==> src/hdl/abp_pkg.sv <==
// abp_pkg: shared types and constants for the multi-radix palindrome checker
// no dependencies; imported by abp_div, any_base_palindrome_check_unit and the testbench
package abp_pkg;

    // quotient bits resolved per divider cycle
    localparam int STEP_BITS = 4;

    // smallest radix tried
    localparam int SMALLEST_BASE = 2;

    // width and reset value of the largest_base register
    localparam int CFG_W = 7;
    localparam logic [CFG_W-1:0] RESET_BASE = 7'd64;

    typedef enum logic [1:0] {
        ST_IDLE,
        ST_CHECK,
        ST_DIV
    } seq_state_t;

endpackage

==> src/hdl/any_base_palindrome_check_unit.sv <==
// any_base_palindrome_check_unit: top level, radix sequencer around one shared divider
// depends on abp_pkg and abp_div
//
// Pulse start while busy is low to hand in number_value; busy stays high until the
// answer appears on is_palindrome_somewhere for one cycle, marked by done, which must
// be taken in that cycle. Radices from 2 up to the clamped largest_base are tried in
// turn; each digit costs one pass through the iterative divider and each radix one more
// pass through ST_CHECK. largest_base is to be written through cfg_valid/cfg_data only
// while idle; the user keeps to this, the block itself does not enforce it. cfg_ready is
// always high.
module any_base_palindrome_check_unit #(
    parameter int VALUE_WIDTH = 20,
    parameter int BASE_LIMIT  = 64
) (
    input  logic                        clk,
    input  logic                        rst_n,
    input  logic                        start,
    output logic                        busy,
    input  logic [VALUE_WIDTH-1:0]      number_value,
    output logic                        done,
    output logic                        is_palindrome_somewhere,
    input  logic                        cfg_valid,
    output logic                        cfg_ready,
    input  logic [abp_pkg::CFG_W-1:0]   cfg_data
);
    import abp_pkg::*;

    localparam int RADIX_W = $clog2(BASE_LIMIT + 1);
    localparam int REV_W   = VALUE_WIDTH + RADIX_W;

    seq_state_t             state_reg;
    seq_state_t             state_next;
    logic [CFG_W-1:0]       largest_base_reg;
    logic [RADIX_W-1:0]     top_reg;
    logic [RADIX_W-1:0]     top_next;
    logic [RADIX_W-1:0]     radix_reg;
    logic [RADIX_W-1:0]     radix_next;
    logic [VALUE_WIDTH-1:0] value_reg;
    logic [VALUE_WIDTH-1:0] value_next;
    logic [VALUE_WIDTH-1:0] work_reg;
    logic [VALUE_WIDTH-1:0] work_next;
    logic [REV_W-1:0]       rev_reg;
    logic [REV_W-1:0]       rev_next;
    logic                   done_reg;
    logic                   done_next;
    logic                   result_reg;
    logic                   result_next;

    logic [RADIX_W-1:0]     top_clamp;
    logic [REV_W-1:0]       rev_acc;
    logic                   div_start;
    logic                   div_done;
    logic [VALUE_WIDTH-1:0] div_quo;
    logic [RADIX_W-1:0]     div_rem;

    abp_div #(
        .VALUE_WIDTH (VALUE_WIDTH),
        .RADIX_W     (RADIX_W)
    ) u_div (
        .clk       (clk),
        .rst_n     (rst_n),
        .start     (div_start),
        .dividend  (work_reg),
        .divisor   (radix_reg),
        .done      (div_done),
        .quotient  (div_quo),
        .remainder (div_rem)
    );

    // clamp the configured radix into the supported range
    always_comb
    begin
        if (int'(largest_base_reg) < SMALLEST_BASE)
            top_clamp = RADIX_W'(SMALLEST_BASE);
        else if (int'(largest_base_reg) > BASE_LIMIT)
            top_clamp = RADIX_W'(BASE_LIMIT);
        else
            top_clamp = RADIX_W'(largest_base_reg);
    end

    // digit-reversed value, built one digit per divider pass
    assign rev_acc = REV_W'(rev_reg * REV_W'(radix_reg)) + REV_W'(div_rem);

    always_comb
    begin
        state_next  = state_reg;
        top_next    = top_reg;
        radix_next  = radix_reg;
        value_next  = value_reg;
        work_next   = work_reg;
        rev_next    = rev_reg;
        result_next = result_reg;
        done_next   = 1'b0;
        div_start   = 1'b0;
        case (state_reg)
            ST_IDLE:
            begin
                if (start)
                begin
                    value_next = number_value;
                    work_next  = number_value;
                    rev_next   = '0;
                    radix_next = RADIX_W'(SMALLEST_BASE);
                    top_next   = top_clamp;
                    state_next = ST_CHECK;
                end
            end
            ST_CHECK:
            begin
                if (work_reg == '0)
                begin
                    if (rev_reg == REV_W'(value_reg))
                    begin
                        result_next = 1'b1;
                        done_next   = 1'b1;
                        state_next  = ST_IDLE;
                    end
                    else if (radix_reg == top_reg)
                    begin
                        result_next = 1'b0;
                        done_next   = 1'b1;
                        state_next  = ST_IDLE;
                    end
                    else
                    begin
                        radix_next = radix_reg + 1'b1;
                        work_next  = value_reg;
                        rev_next   = '0;
                    end
                end
                else
                begin
                    div_start  = 1'b1;
                    state_next = ST_DIV;
                end
            end
            ST_DIV:
            begin
                if (div_done)
                begin
                    work_next  = div_quo;
                    rev_next   = rev_acc;
                    state_next = ST_CHECK;
                end
            end
            default:
            begin
                state_next = ST_IDLE;
            end
        endcase
    end

    always_ff @(posedge clk or negedge rst_n)
    begin
        if (!rst_n)
        begin
            state_reg        <= ST_IDLE;
            done_reg         <= 1'b0;
            largest_base_reg <= RESET_BASE;
        end
        else
        begin
            state_reg <= state_next;
            done_reg  <= done_next;
            if (cfg_valid)
                largest_base_reg <= cfg_data;
        end
    end

    always_ff @(posedge clk)
    begin
        top_reg    <= top_next;
        radix_reg  <= radix_next;
        value_reg  <= value_next;
        work_reg   <= work_next;
        rev_reg    <= rev_next;
        result_reg <= result_next;
    end

    assign busy                    = (state_reg != ST_IDLE);
    assign done                    = done_reg;
    assign is_palindrome_somewhere = result_reg;
    assign cfg_ready               = 1'b1;

    // answer only follows an item in progress
    a_done_after_busy: assert property (@(posedge clk) disable iff (!rst_n)
        done |-> $past(busy))
        else $error("result beat without an item in progress");

    // one result beat per item
    a_done_single: assert property (@(posedge clk) disable iff (!rst_n)
        done |=> !done)
        else $error("result beat repeated");

    // accepted item keeps the block busy
    a_start_busy: assert property (@(posedge clk) disable iff (!rst_n)
        (start && !busy) |=> busy)
        else $error("accepted item did not start the sequencer");

    // radix stays within the clamped range while working
    a_radix_range: assert property (@(posedge clk) disable iff (!rst_n)
        busy |-> (radix_reg >= RADIX_W'(SMALLEST_BASE)) && (radix_reg <= top_reg))
        else $error("radix out of range");

endmodule

==> src/hdl/abp_div.sv <==
// abp_div: multi-cycle restoring divider, STEP_BITS quotient bits per cycle
// gives quotient and remainder of an unsigned value by a small radix
// depends on abp_pkg
module abp_div #(
    parameter int VALUE_WIDTH = 20,
    parameter int RADIX_W     = 7
) (
    input  logic                   clk,
    input  logic                   rst_n,
    input  logic                   start,
    input  logic [VALUE_WIDTH-1:0] dividend,
    input  logic [RADIX_W-1:0]     divisor,
    output logic                   done,
    output logic [VALUE_WIDTH-1:0] quotient,
    output logic [RADIX_W-1:0]     remainder
);
    import abp_pkg::*;

    localparam int STEPS = (VALUE_WIDTH + STEP_BITS - 1) / STEP_BITS;
    localparam int PAD_W = STEPS * STEP_BITS;
    localparam int CNT_W = (STEPS > 1) ? $clog2(STEPS) : 1;

    logic               run_reg;
    logic               run_next;
    logic               done_reg;
    logic               done_next;
    logic [CNT_W-1:0]   cnt_reg;
    logic [CNT_W-1:0]   cnt_next;
    logic [PAD_W-1:0]   quo_reg;
    logic [PAD_W-1:0]   quo_next;
    logic [RADIX_W-1:0] rem_reg;
    logic [RADIX_W-1:0] rem_next;

    logic [RADIX_W:0]   part_rem;
    logic [PAD_W-1:0]   part_quo;

    // STEP_BITS restoring steps on a narrow partial remainder
    always_comb
    begin
        part_rem = {1'b0, rem_reg};
        part_quo = quo_reg;
        for (int i = 0; i < STEP_BITS; i++)
        begin
            part_rem = {part_rem[RADIX_W-1:0], part_quo[PAD_W-1]};
            part_quo = {part_quo[PAD_W-2:0], 1'b0};
            if (part_rem >= {1'b0, divisor})
            begin
                part_rem    = part_rem - {1'b0, divisor};
                part_quo[0] = 1'b1;
            end
        end
    end

    always_comb
    begin
        run_next  = run_reg;
        done_next = 1'b0;
        cnt_next  = cnt_reg;
        quo_next  = quo_reg;
        rem_next  = rem_reg;
        if (start)
        begin
            run_next = 1'b1;
            cnt_next = CNT_W'(STEPS - 1);
            quo_next = PAD_W'(dividend);
            rem_next = '0;
        end
        else if (run_reg)
        begin
            quo_next = part_quo;
            rem_next = part_rem[RADIX_W-1:0];
            cnt_next = cnt_reg - 1'b1;
            if (cnt_reg == '0)
            begin
                run_next  = 1'b0;
                done_next = 1'b1;
            end
        end
    end

    always_ff @(posedge clk or negedge rst_n)
    begin
        if (!rst_n)
        begin
            run_reg  <= 1'b0;
            done_reg <= 1'b0;
            cnt_reg  <= '0;
        end
        else
        begin
            run_reg  <= run_next;
            done_reg <= done_next;
            cnt_reg  <= cnt_next;
        end
    end

    always_ff @(posedge clk)
    begin
        quo_reg <= quo_next;
        rem_reg <= rem_next;
    end

    assign done      = done_reg;
    assign quotient  = quo_reg[VALUE_WIDTH-1:0];
    assign remainder = rem_reg;

endmodule

==> config.mk <==
export PLATFORM = sky130hd
export DESIGN_NAME = any_base_palindrome_check_unit
export DESIGN_NICKNAME = d
export VERILOG_FILES = /design/src/hdl/abp_pkg.sv /design/src/hdl/any_base_palindrome_check_unit.sv /design/src/hdl/abp_div.sv
export SDC_FILE = /design/constraint.sdc
export NUM_CORES = 1
export LEC_CHECK = 0
export BUFFER_PORTS_ARGS = -buffer_cell sky130_fd_sc_hd__buf_2
export CORE_ASPECT_RATIO = 2
export CORE_MARGIN = 5
export CORE_UTILIZATION = 58
export CTS_BUF_LIST = sky130_fd_sc_hd__clkbuf_16
export CTS_CLUSTER_SIZE = 10
export DETAILED_ROUTE_END_ITERATION = 16
export PLACE_DENSITY_LB_ADDON = 0.05
export SLEW_MARGIN = 5
export SYNTH_ARGS = -nofsm -noshare
export SYNTH_HDL_FRONTEND = slang
export SYNTH_SLANG_ARGS = --single-unit
==> constraint.sdc <==
create_clock -name clk -period 7.65 [get_ports clk]
set_clock_uncertainty 0.15 [all_clocks]
set_input_delay 1.1475 -clock clk [delete_from_list [all_inputs] [get_ports clk]]
set_output_delay 1.1475 -clock clk [all_outputs]
set_load 0.01 [all_outputs]
==> results of run 1 <==
==> final cells by class <==
type / count / area (µm²) / share of cell area (%)
Multi-Input combinational cell: 847 / 7600 / 59.1
Clock inverter: 15 / 136 / 1.06
Inverter: 114 / 428 / 3.32
Clock buffer: 17 / 425 / 3.31
Sequential cell: 124 / 3580 / 27.8
Timing Repair Buffer: 60 / 372 / 2.89
Tap cell: 262 / 328 / 2.55
==> through the flow <==
step / util (%) / cell area, µm² / setup slack, ns
2_1_floorplan: - / 11700 / 0.0331
3_3_place_gp: 61.1 / 12200 / 0.200
3_5_place_dp: 61.1 / 12200 / 0.0553
4_1_cts: 64.0 / 12700 / 0.0531
5_1_grt: 64.6 / 12900 / -0.0349
6_report: 64.6 / 12900 / 0.380
==> worst paths after layout <==
path,from,slack (ns),to,depth (start not counted)
max reg2reg,radix_reg[2]$_SDFFCE_PP0P_,0.38,u_div.quotient[0]$_DFFE_PP_,33
max in group asynchronous,rst_n,6.57,largest_base_reg[6]$_DFFE_PN1P_,1
min in group asynchronous,rst_n,0.47,done$_DFF_PN0_,1
min reg2reg,u_div.cnt_reg[1]$_DFFE_PN0P_,0.37,u_div.cnt_reg[1]$_DFFE_PN0P_,1
min,u_div.cnt_reg[1]$_DFFE_PN0P_,0.37,u_div.cnt_reg[1]$_DFFE_PN0P_,1
max,radix_reg[2]$_SDFFCE_PP0P_,0.38,u_div.quotient[0]$_DFFE_PP_,33
==> cell families after synthesis <==
| logic type | after synthesis | synth area share [%] |
|---|---|---|
| other | 1 | 0.0320 |
| adder cells (fa/ha/maj) | 207 | 29.6 |
| multiplexers | 37 | 3.67 |
| XOR/XNOR | 79 | 5.91 |
| AND/OR/NAND/NOR | 345 | 14.9 |
| AO/OA/AOI/OAI | 178 | 9.86 |
| flip-flops | 124 | 30.6 |
| buffers and inverters | 163 | 5.40 |
==> timing repair <==
action | CTS | global route
buffers inserted | 0 | 5
gates resized for setup | 0 | 17
endpoints found under the setup margin | 0 | 8
==> layout by cell type (no fill, tap or decap), types with 4 or more instances in the layout <==
cell type | synthesis | final
nor3_1 | 6 | 5
a21oi_2 | 1 | 4
a22oi_1 | 20 | 20
and2_1 | 108 | 108
nand3_1 | 6 | 6
nand2b_1 | 10 | 10
inv_1 | 114 | 114
mux2i_1 | 8 | 6
mux2_2 | 25 | 25
o21bai_1 | 7 | 6
o21a_1 | 8 | 8
nor2b_1 | 12 | 12
buf_2 | 1 | 33
nor2_1 | 63 | 63
a21oi_1 | 59 | 56
o21ai_0 | 32 | 31
dfrtp_1 | 14 | 14
ha_1 | 90 | 88
and3_1 | 5 | 5
fa_1 | 117 | 115
xnor2_1 | 46 | 46
edfxtp_1 | 102 | 102
nor4_1 | 10 | 10
nand4_1 | 7 | 7
a21o_1 | 16 | 16
inv_6 | 0 | 6
dfxtp_1 | 7 | 7
clkbuf_16 | 0 | 17
buf_4 | 1 | 26
xor2_1 | 33 | 33
nand2_1 | 106 | 106
==> per-layer routing <==
| layer | vias to the layer above | global-route usage, % | share of wire (%) |
|---|---|---|---|
| met5 | - | 0 | 0 |
| met4 | 0 | 12.2 | 4.5 |
| met3 | 73 | 3.67 | 2.7 |
| met2 | 185 | 52.2 | 57 |
| met1 | 4248 | 27.6 | 35 |
| li1 | 3856 | - | - |
==> metrics.txt, run 1 <==
Area growth syn-to-layout 9.98%; Mapped Cells ~1,100; delay-heaviest family, CP compound AO/OA/AOI/OAI gates; Starting Density roughly 60%; max FFs per register 27; hold_ws 0.369 ns; number of antenna violations at the first check in global routing 0; CP Launch Type flop; vias in the first global route 8,870; ranking of synthesized cells by instance count fa_1 (117), inv_1 (114), and2_1 (108); Num Clock Sinks between 100 and 150; Max-Cap Viols 0; Setup-failing EPs final 0; placed cells about 1,400; DRT Pass-1 Iters 5; CTS tree yes; number of inserted filler cells in the final layout 1,724; Arrival @ worst endpoint 7.30 ns; share of async-settable or async-resettable flops after synthesis between 10% and 20%; slowest stage cell on the critical path edfxtp_1; CP Data Required Time between 7 and 8 ns; Skew-Pair Late Insertion Delay 0.44 ns; total clock buffers created by CTS 17; most used standard cell by instance count after synthesis fa_1; number of nets in the synthesized netlist approximately 1,400; Bufs on Longest Clock Path 2; Cell Area, Synth 0.0117 mm²; number of flip-flops and latches in the synthesized netlist 124; number of vias per cell 5.81; I/O pin count 35; critical-path maximum fanout 10; ranking of synthesized cells by area edfxtp_1 (26%), fa_1 (20%), ha_1 (9.6%); number of design-rule violations left by the first detailed-router iteration roughly 380; min cycle time layout roughly 7.3 ns; post-detailed-route wirelength per cell 21.0 µm; post-detailed-route DRC marker count 0; final weighted congestion in routability-driven placement 0.887; Slew headroom between 20% and 30%; min-delay worst type flop to flop; total die area between 0.02 and 0.025 mm²; layout cell share with drive strength beyond 1 12.2%; global-route wire length before repair 47,400 µm; part of the Yosys area used for sequential elements between 30% and 40%; area of the core ~0.020 mm²; overall via count from detail_route 8,362; number of nets with antenna violations after detailed routing 0; antenna diode count 0; number of buffers and inverters on the critical path 4; Crit path largest cell delay between 0.3 and 0.4 ns; part of the cycle the worst path needs around 95%; maximum level of the CTS H-tree 4; number of warning messages in the yosys log 0; number of nets in the layout ~1,400; Synth area leader edfxtp_1; number of enable flip-flop cells after synthesis just over 100; area share of the largest cell type after synthesis a little over a quarter; upper clock frequency limit 0.138 GHz; GRT Total Usage approximately a quarter; Slew Limit Fails 0; final hold violation count 0; height of the die between 200 and 250 µm; wire length reported by the detailed router 30,200 µm; status finished, final reports clean; top flip-flop cell by instance count after synthesis edfxtp_1; CP most frequent cell ha_1; Mean Syn Cell Area about 10 µm²; count of non-filler cells in the finished layout between 1,000 and 1,500; category of the worst setup path capture point flop; die width roughly 110 µm; clock transition at the registers of the reported paths ~0.06 ns; Worst Max-Slew Pin Slew between 1 and 1.5 ns; classification of the worst setup path flop to flop; num rows 73; Post-CTS Hold Fix Bufs 0; quantity of I/O buffers inserted on ports 33; total gr overflow 0; CTS root buf clkbuf_16; distinct cell type count of the synthesized netlist 65; final-layout setup total negative slack 0 ns; detailed placer's ending HPWL approximately 23,000 µm; maximum number of pins on one net before global-route repair between 40 and 50
Power of run 1 is not shown: default switching activity piles up to over one toggle a cycle in this logic, so the estimate is an artifact.
==> run 2: changes to the inputs <==
Settings changed: GPL_ROUTABILITY_DRIVEN set to 0, REMOVE_ABC_BUFFERS set to 1.
==> run 2 against run 1 <==
Effect of this change: register-to-register slack got worse by 0.099 ns; worst setup slack got worse by 0.099 ns; non-clock buffer count up 8; core utilization rose by 0.22 points; cell count grew 0.63%; critical path type unchanged; count of clock-buffer cells in the layout up 2.
==> metrics.txt, run 2 (synthesis results as in run 1) <==
vias in the first global route 9,413 (+6.1%); upper clock frequency limit 0.136 GHz (-1.3%); Worst Max-Slew Pin Slew 1.13 ns (+0.0312 ns); number of buffers and inverters on the critical path 4 (unchanged); Post-Route Utilization 64.9% (+0.22 points); Arrival @ worst endpoint 7.41 ns (+0.11 ns); CP Data Required Time 7.69 ns (about the same); slowest stage cell on the critical path fa_1; global-route wire length before repair 49,800 µm (+5.0%); total clock buffers created by CTS 17 (unchanged); max FFs per register 27 (unchanged); placed cells 1,412 (+0.71%); Slew Limit Fails 0 (unchanged); most used cells in the layout excluding fill and tap cells fa_1 (117), inv_1 (114), and2_1 (108); min-delay worst type flop to flop; maximum number of pins on one net before global-route repair 48 (unchanged); detailed-routing wirelength on met1 10,600 µm (-0.75%); die width 110 µm (unchanged); DRT Pass-1 Iters 5 (unchanged); post-detailed-route DRC marker count 0 (unchanged); Bufs on Longest Clock Path 2 (unchanged); total die area 0.0233 mm² (unchanged); footprint of the multi-input gates 0.00755 mm² (-0.63%); status finished, final reports clean; setup slack at placement 0.0905 ns (+0.0352 ns); top routing layer in use met4; CTS root buf clkbuf_16; Crit path largest cell delay 0.41 ns (+0.02 ns); delay-heaviest family, CP compound AO/OA/AOI/OAI gates; area of the core 0.0199 mm² (unchanged); Num Clock Sinks 124 (unchanged); wire length reported by the detailed router 31,600 µm (+4.5%); Area growth syn-to-layout 10.3%; number of nets in the layout 1,411 (+0.64%); classification of the worst setup path flop to flop; maximum level of the CTS H-tree 4 (unchanged); Skew-Pair Late Insertion Delay 0.44 ns (about the same); detailed placer's ending HPWL 23,600 µm (+3.4%); Slew headroom 24.4% (-2.1 points); antenna diode count 0 (unchanged); most common cell after layout, fill and taps aside fa_1; area occupied by registers 0.00358 mm² (unchanged); number of design-rule violations left by the first detailed-router iteration 506 (+33%); height of the die 211 µm (unchanged); number of vias per cell 5.89 (+1.3%); Setup-failing EPs final 0 (unchanged); min cycle time layout 7.37 ns (+0.0992 ns); final hold violation count 0 (unchanged); GRT Total Usage 28.0% (+1.4 points); overall via count from detail_route 8,523 (+1.9%); WL met3 1150 µm (+40%); total gr overflow 0 (unchanged); final-layout setup total negative slack 0 ns (unchanged); critical-path maximum fanout 6 (-4); quantity of I/O buffers inserted on ports 33 (unchanged); setup ws final 0.281 ns (-0.0992 ns); post-detailed-route wirelength per cell 21.8 µm (+3.8%); length of routed met2 wiring 17,500 µm (+1.0%); number of inserted filler cells in the final layout 1,705 (-1.1%); number of nets with antenna violations after detailed routing 0 (unchanged); category of the worst setup path capture point flop; I/O pin count 35 (unchanged); num rows 73 (unchanged); number of antenna violations at the first check in global routing 0 (unchanged); part of the cycle the worst path needs 96.3% (+1.3 points); count of non-filler cells in the finished layout 1,448 (+0.63%); layout cell share with drive strength beyond 1 12.6% (+0.33 points); Max-Cap Viols 0 (unchanged); CP Launch Type flop; CTS tree yes; clock transition at the registers of the reported paths 0.06 ns (about the same); Starting Density 58.8% (unchanged)
run 2: cell count changes in the layout (fill, tap and decap cells not counted), moves of 2 or more:
cell and delta:
mux2i_1 +2, inv_8 +4, inv_6 -4, buf_4 +8, ha_4 -2, clkbuf_16 +2, inv_4 +2, clkinv_1 -2
fa_2 -2, o21ai_1 +2, fa_1 +2, ha_1 +2
run 2: layer usage:
metal  GRT usage, %  vias up
li1               -     3879
met1           27.4     4263
met2           53.8      266
met3           3.73      115
met4           19.0        0
met5              0        -
run 2: worst register-to-register path: cells and delay by family (launching register included):
family / cells / cell delay, ns
compound gates: 16 / 2.92
fa+ha+maj: 5 / 1.57
simple gates: 7 / 0.89
mux: 3 / 0.73
buf+inv: 4 / 0.48
flops: 1 / 0.39
run 2: stage by stage:
stage	hold slack, ns	instance area, µm²
after floorplan	0.322	11500
after global placement	0.341	12200
after detailed placement	0.352	12200
after CTS	0.369	12800
after global routing	0.406	12900
final	0.364	12900
run 2: what timing repair did:
item,CTS,global route
setup endpoints to repair,0,8
gates resized for setup,0,11
hold buffers,0,0
buffers inserted,0,3
run 2: area by class of cell:
cell class / count / share of cell area [%]
Tap cell: 262 / 2.54
Sequential cell: 124 / 27.7
Clock buffer: 19 / 3.68
Inverter: 114 / 3.31
Multi-Input combinational cell: 848 / 58.5
Timing Repair Buffer: 68 / 3.34
Clock inverter: 13 / 0.911
run 2: path summary, 6_finish.rpt:
check,start,endpoint,slack (ns),cells after the start
setup / recovery,u_div.quotient[19]$_DFFE_PP_,u_div.quotient[0]$_DFFE_PP_,0.28,35
hold / removal,largest_base_reg[0]$_DFFE_PN0P_,largest_base_reg[0]$_DFFE_PN0P_,0.36,1
setup reg to reg,u_div.quotient[19]$_DFFE_PP_,u_div.quotient[0]$_DFFE_PP_,0.28,35
hold reg to reg,largest_base_reg[0]$_DFFE_PN0P_,largest_base_reg[0]$_DFFE_PN0P_,0.36,1
max in group asynchronous,rst_n,largest_base_reg[6]$_DFFE_PN1P_,6.60,1
min in group asynchronous,rst_n,done$_DFF_PN0_,0.45,1
Power of run 2 is left out for the same reason.
==> run 3: changes to the inputs <==
Settings changed: ABC_AREA set to 1.
==> run 3 against run 2 <==
Effect of this change: wire length rose by 3.1%; synthesized cell count rose by 30%; flip-flop and latch count did not move; register-to-register slack improved by 0.36 ns; count of clock-buffer cells in the layout did not move; via count rose by 14%; maximum frequency rose by 5.2%; critical endpoint unchanged; highest routed layer unchanged.
==> metrics.txt, run 3 <==
status finished, final reports clean; clock transition at the registers of the reported paths 0.06 ns (about the same); most common cell after layout, fill and taps aside nand2_1; most used cells in the layout excluding fill and tap cells nand2_1 (401), inv_1 (286), fa_1 (117); global-route wire length before repair 53,700 µm (+8.0%); quantity of I/O buffers inserted on ports 33 (unchanged); die width 113 µm (+2.3%); Bufs on Longest Clock Path 2 (unchanged); number of cells on the worst reg-to-reg path 43 (+23%); GRT Total Usage 28.3% (+0.27 points); Worst Max-Slew Pin Slew 0.938 ns (-0.196 ns); Starting Density 58.8% (+0.068 points); Endpoint, Worst Hold u_div.done$_DFF_PN0_; overall via count from detail_route 9,757 (+14%); area share of the largest cell type after synthesis 24.9% (-1.3 points); Slew Limit Fails 0 (unchanged); number of warning messages in the yosys log 0 (unchanged); Cell Area, Synth 0.0123 mm² (+5.2%); total die area 0.0244 mm² (+4.9%); classification of the worst setup path flop to flop; CTS root buf clkbuf_16; number of nets in the layout 1,724 (+22%); CP most frequent cell nand2_1; Mean Syn Cell Area 8.33 µm² (-19%); reg2reg end u_div.quotient[0]$_DFFE_PP_; total gr overflow 0 (unchanged); CTS tree yes; part of the Yosys area used for sequential elements 29.1% (-1.5 points); antenna diode count 0 (unchanged); maximum level of the CTS H-tree 4 (unchanged); share of async-settable or async-resettable flops after synthesis 12.1% (unchanged); number of buffers inserted to repair setup after CTS 0 (unchanged); critical-path maximum fanout 14 (+8); Skew-Pair Late Insertion Delay 0.42 ns (-0.02 ns); number of antenna violations at the first check in global routing 0 (unchanged); min-delay worst type flop to flop; layout cell share with drive strength beyond 1 8.47% (-4.1 points); Area growth syn-to-layout 7.95%; post-detailed-route DRC marker count 0 (unchanged); ranking of synthesized cells by area edfxtp_1 (25%), fa_1 (19%), nand2_1 (12%); upper clock frequency limit 0.143 GHz (+5.2%); number of design-rule violations left by the first detailed-router iteration 621 (+23%); worst hold path cell count 1 (unchanged); Worst R2R Setup Slack 0.65 ns (+0.36 ns); wire length reported by the detailed router 32,600 µm (+3.1%); I/O pin count 35 (unchanged); max FFs per register 27 (unchanged); ranking of synthesized cells by instance count nand2_1 (401), inv_1 (286), fa_1 (117); Mapped Cells 1,479 (+30%); vias in the first global route 10,600 (+13%); total clock buffers created by CTS 17 (unchanged); Crit path largest cell delay 0.39 ns (-0.02 ns); category of the worst setup path capture point flop; Arrival @ worst endpoint 7.00 ns (-0.41 ns); number of nets with antenna violations after detailed routing 0 (unchanged); Slew headroom 37.4% (+13 points); Max-Cap Viols 0 (unchanged); distinct cell type count of the synthesized netlist 51 (-22%); most used standard cell by instance count after synthesis nand2_1; top flip-flop cell by instance count after synthesis edfxtp_1; Synth area leader edfxtp_1; DRT Pass-1 Iters 7 (+2); source of the worst hold timing path u_div.cnt_reg[2]$_DFFE_PN0P_; number of enable flip-flop cells after synthesis 102 (unchanged); final-layout setup total negative slack 0 ns (unchanged); min cycle time layout 7.00 ns (-0.365 ns); setup repair after global routing missed its margin no; Num Clock Sinks 124 (unchanged); post-detailed-route wirelength per cell 18.4 µm (-16%); part of the cycle the worst path needs 91.6% (-4.8 points); num rows 75 (+2.7%); slowest stage cell on the critical path edfxtp_1; Reg2Reg Launch Point u_div.quotient[19]$_DFFE_PP_; CP Launch Type flop; number of vias per cell 5.52 (-6.2%); area of the core 0.0209 mm² (+5.1%); final hold violation count 0 (unchanged); count of non-filler cells in the finished layout 1,768 (+22%); Setup-failing EPs final 0 (unchanged); CP Data Required Time 7.65 ns (-0.04 ns); height of the die 216 µm (+2.5%); number of flip-flops and latches in the synthesized netlist 124 (unchanged); placed cells 1,736 (+23%); maximum number of pins on one net before global-route repair 48 (unchanged); detailed placer's ending HPWL 25,100 µm (+6.6%)
[run 3: cell count changes in the layout (fill, tap and decap cells not counted), moves of 21 or more]
cell | previous run | this run
and2_1 | 108 | 0
xnor2_1 | 46 | 22
a31oi_1 | 3 | 28
nand3_1 | 6 | 28
inv_1 | 114 | 286
o21ai_0 | 30 | 51
nand2_1 | 106 | 401
mux2_2 | 25 | 3
[run 3: how the worst max path moves through the flow]
| stage | from | end | slack (ns) | cells past startpoint |
|---|---|---|---|---|
| detailed placement | u_div.quotient[19]$_DFFE_PP_ | u_div.quotient[0]$_DFFE_PP_ | 0.39 | 43 |
| global route | u_div.quotient[19]$_DFFE_PP_ | u_div.remainder[4]$_SDFFE_PP0P_ | 0.02 | 47 |
| finish | u_div.quotient[19]$_DFFE_PP_ | u_div.quotient[0]$_DFFE_PP_ | 0.65 | 43 |
| global placement | u_div.quotient[19]$_DFFE_PP_ | u_div.quotient[0]$_DFFE_PP_ | 0.63 | 43 |
| CTS | u_div.quotient[19]$_DFFE_PP_ | u_div.quotient[0]$_DFFE_PP_ | 0.42 | 43 |
| floorplan | radix_reg[1]$_SDFFCE_PP1P_ | u_div.quotient[0]$_DFFE_PP_ | 0.68 | 41 |
[run 3: worst max-delay path: cells and delay by family (launching register included)]
kind	cells	cell delay, ns
and+or+nand+nor	22	2.10
AOI/OAI and AO/OA	11	2.10
adders and majority gates	5	1.55
buffers and inverters	5	0.43
DFF	1	0.39
[run 3: kinds of logic after synthesis]
kind of cell / count (synthesis) / synth area share (%)
and+or+nand+nor: 557 / 19.3
buffers and inverters: 352 / 10.9
adders and majority gates: 207 / 28.2
AOI/OAI and AO/OA: 187 / 8.85
DFF: 124 / 29.1
xor gates and xnor gates: 48 / 3.41
muxes: 3 / 0.274
other: 1 / 0.0305
[run 3: repair_timing]
action / CTS / global route
hold endpoints to repair: 0 / 0
endpoints found under the setup margin: 0 / 8
hold buffers: 0 / 0
resized for setup: 0 / 3
[run 3: final cells by class]
type	count	area [µm²]
Fill cell	1889	7630
Multi-Input combinational cell	1003	7400
Sequential cell	124	3580
Inverter	289	1080
Clock buffer	19	475
Tap cell	269	337
Timing Repair Buffer	51	300
Clock inverter	13	111
[run 3: stage by stage]
stage               util, %  hold slack (ns)  instance area [µm²]  worst slack, ns
floorplan                 -            0.292                12100            0.684
global placement       60.7            0.321                12700            0.635
detailed placement     60.7            0.327                12700            0.394
CTS                    63.5            0.343                13300            0.419
global route           63.5            0.361                13300           0.0208
finish                 63.5            0.343                13300            0.646
[run 3: metal layers]
| metal | vias up | track usage (%) | routed length [µm] |
|---|---|---|---|
| li1 | 4655 | - | - |
| met2 | 267 | 53.8 | 18200 |
| met4 | 0 | 15.9 | 2140 |
| met3 | 107 | 3.63 | 1100 |
| met1 | 4728 | 29.1 | 11200 |
| met5 | - | 0 | 0 |
Power of run 3 is left out for the same reason.
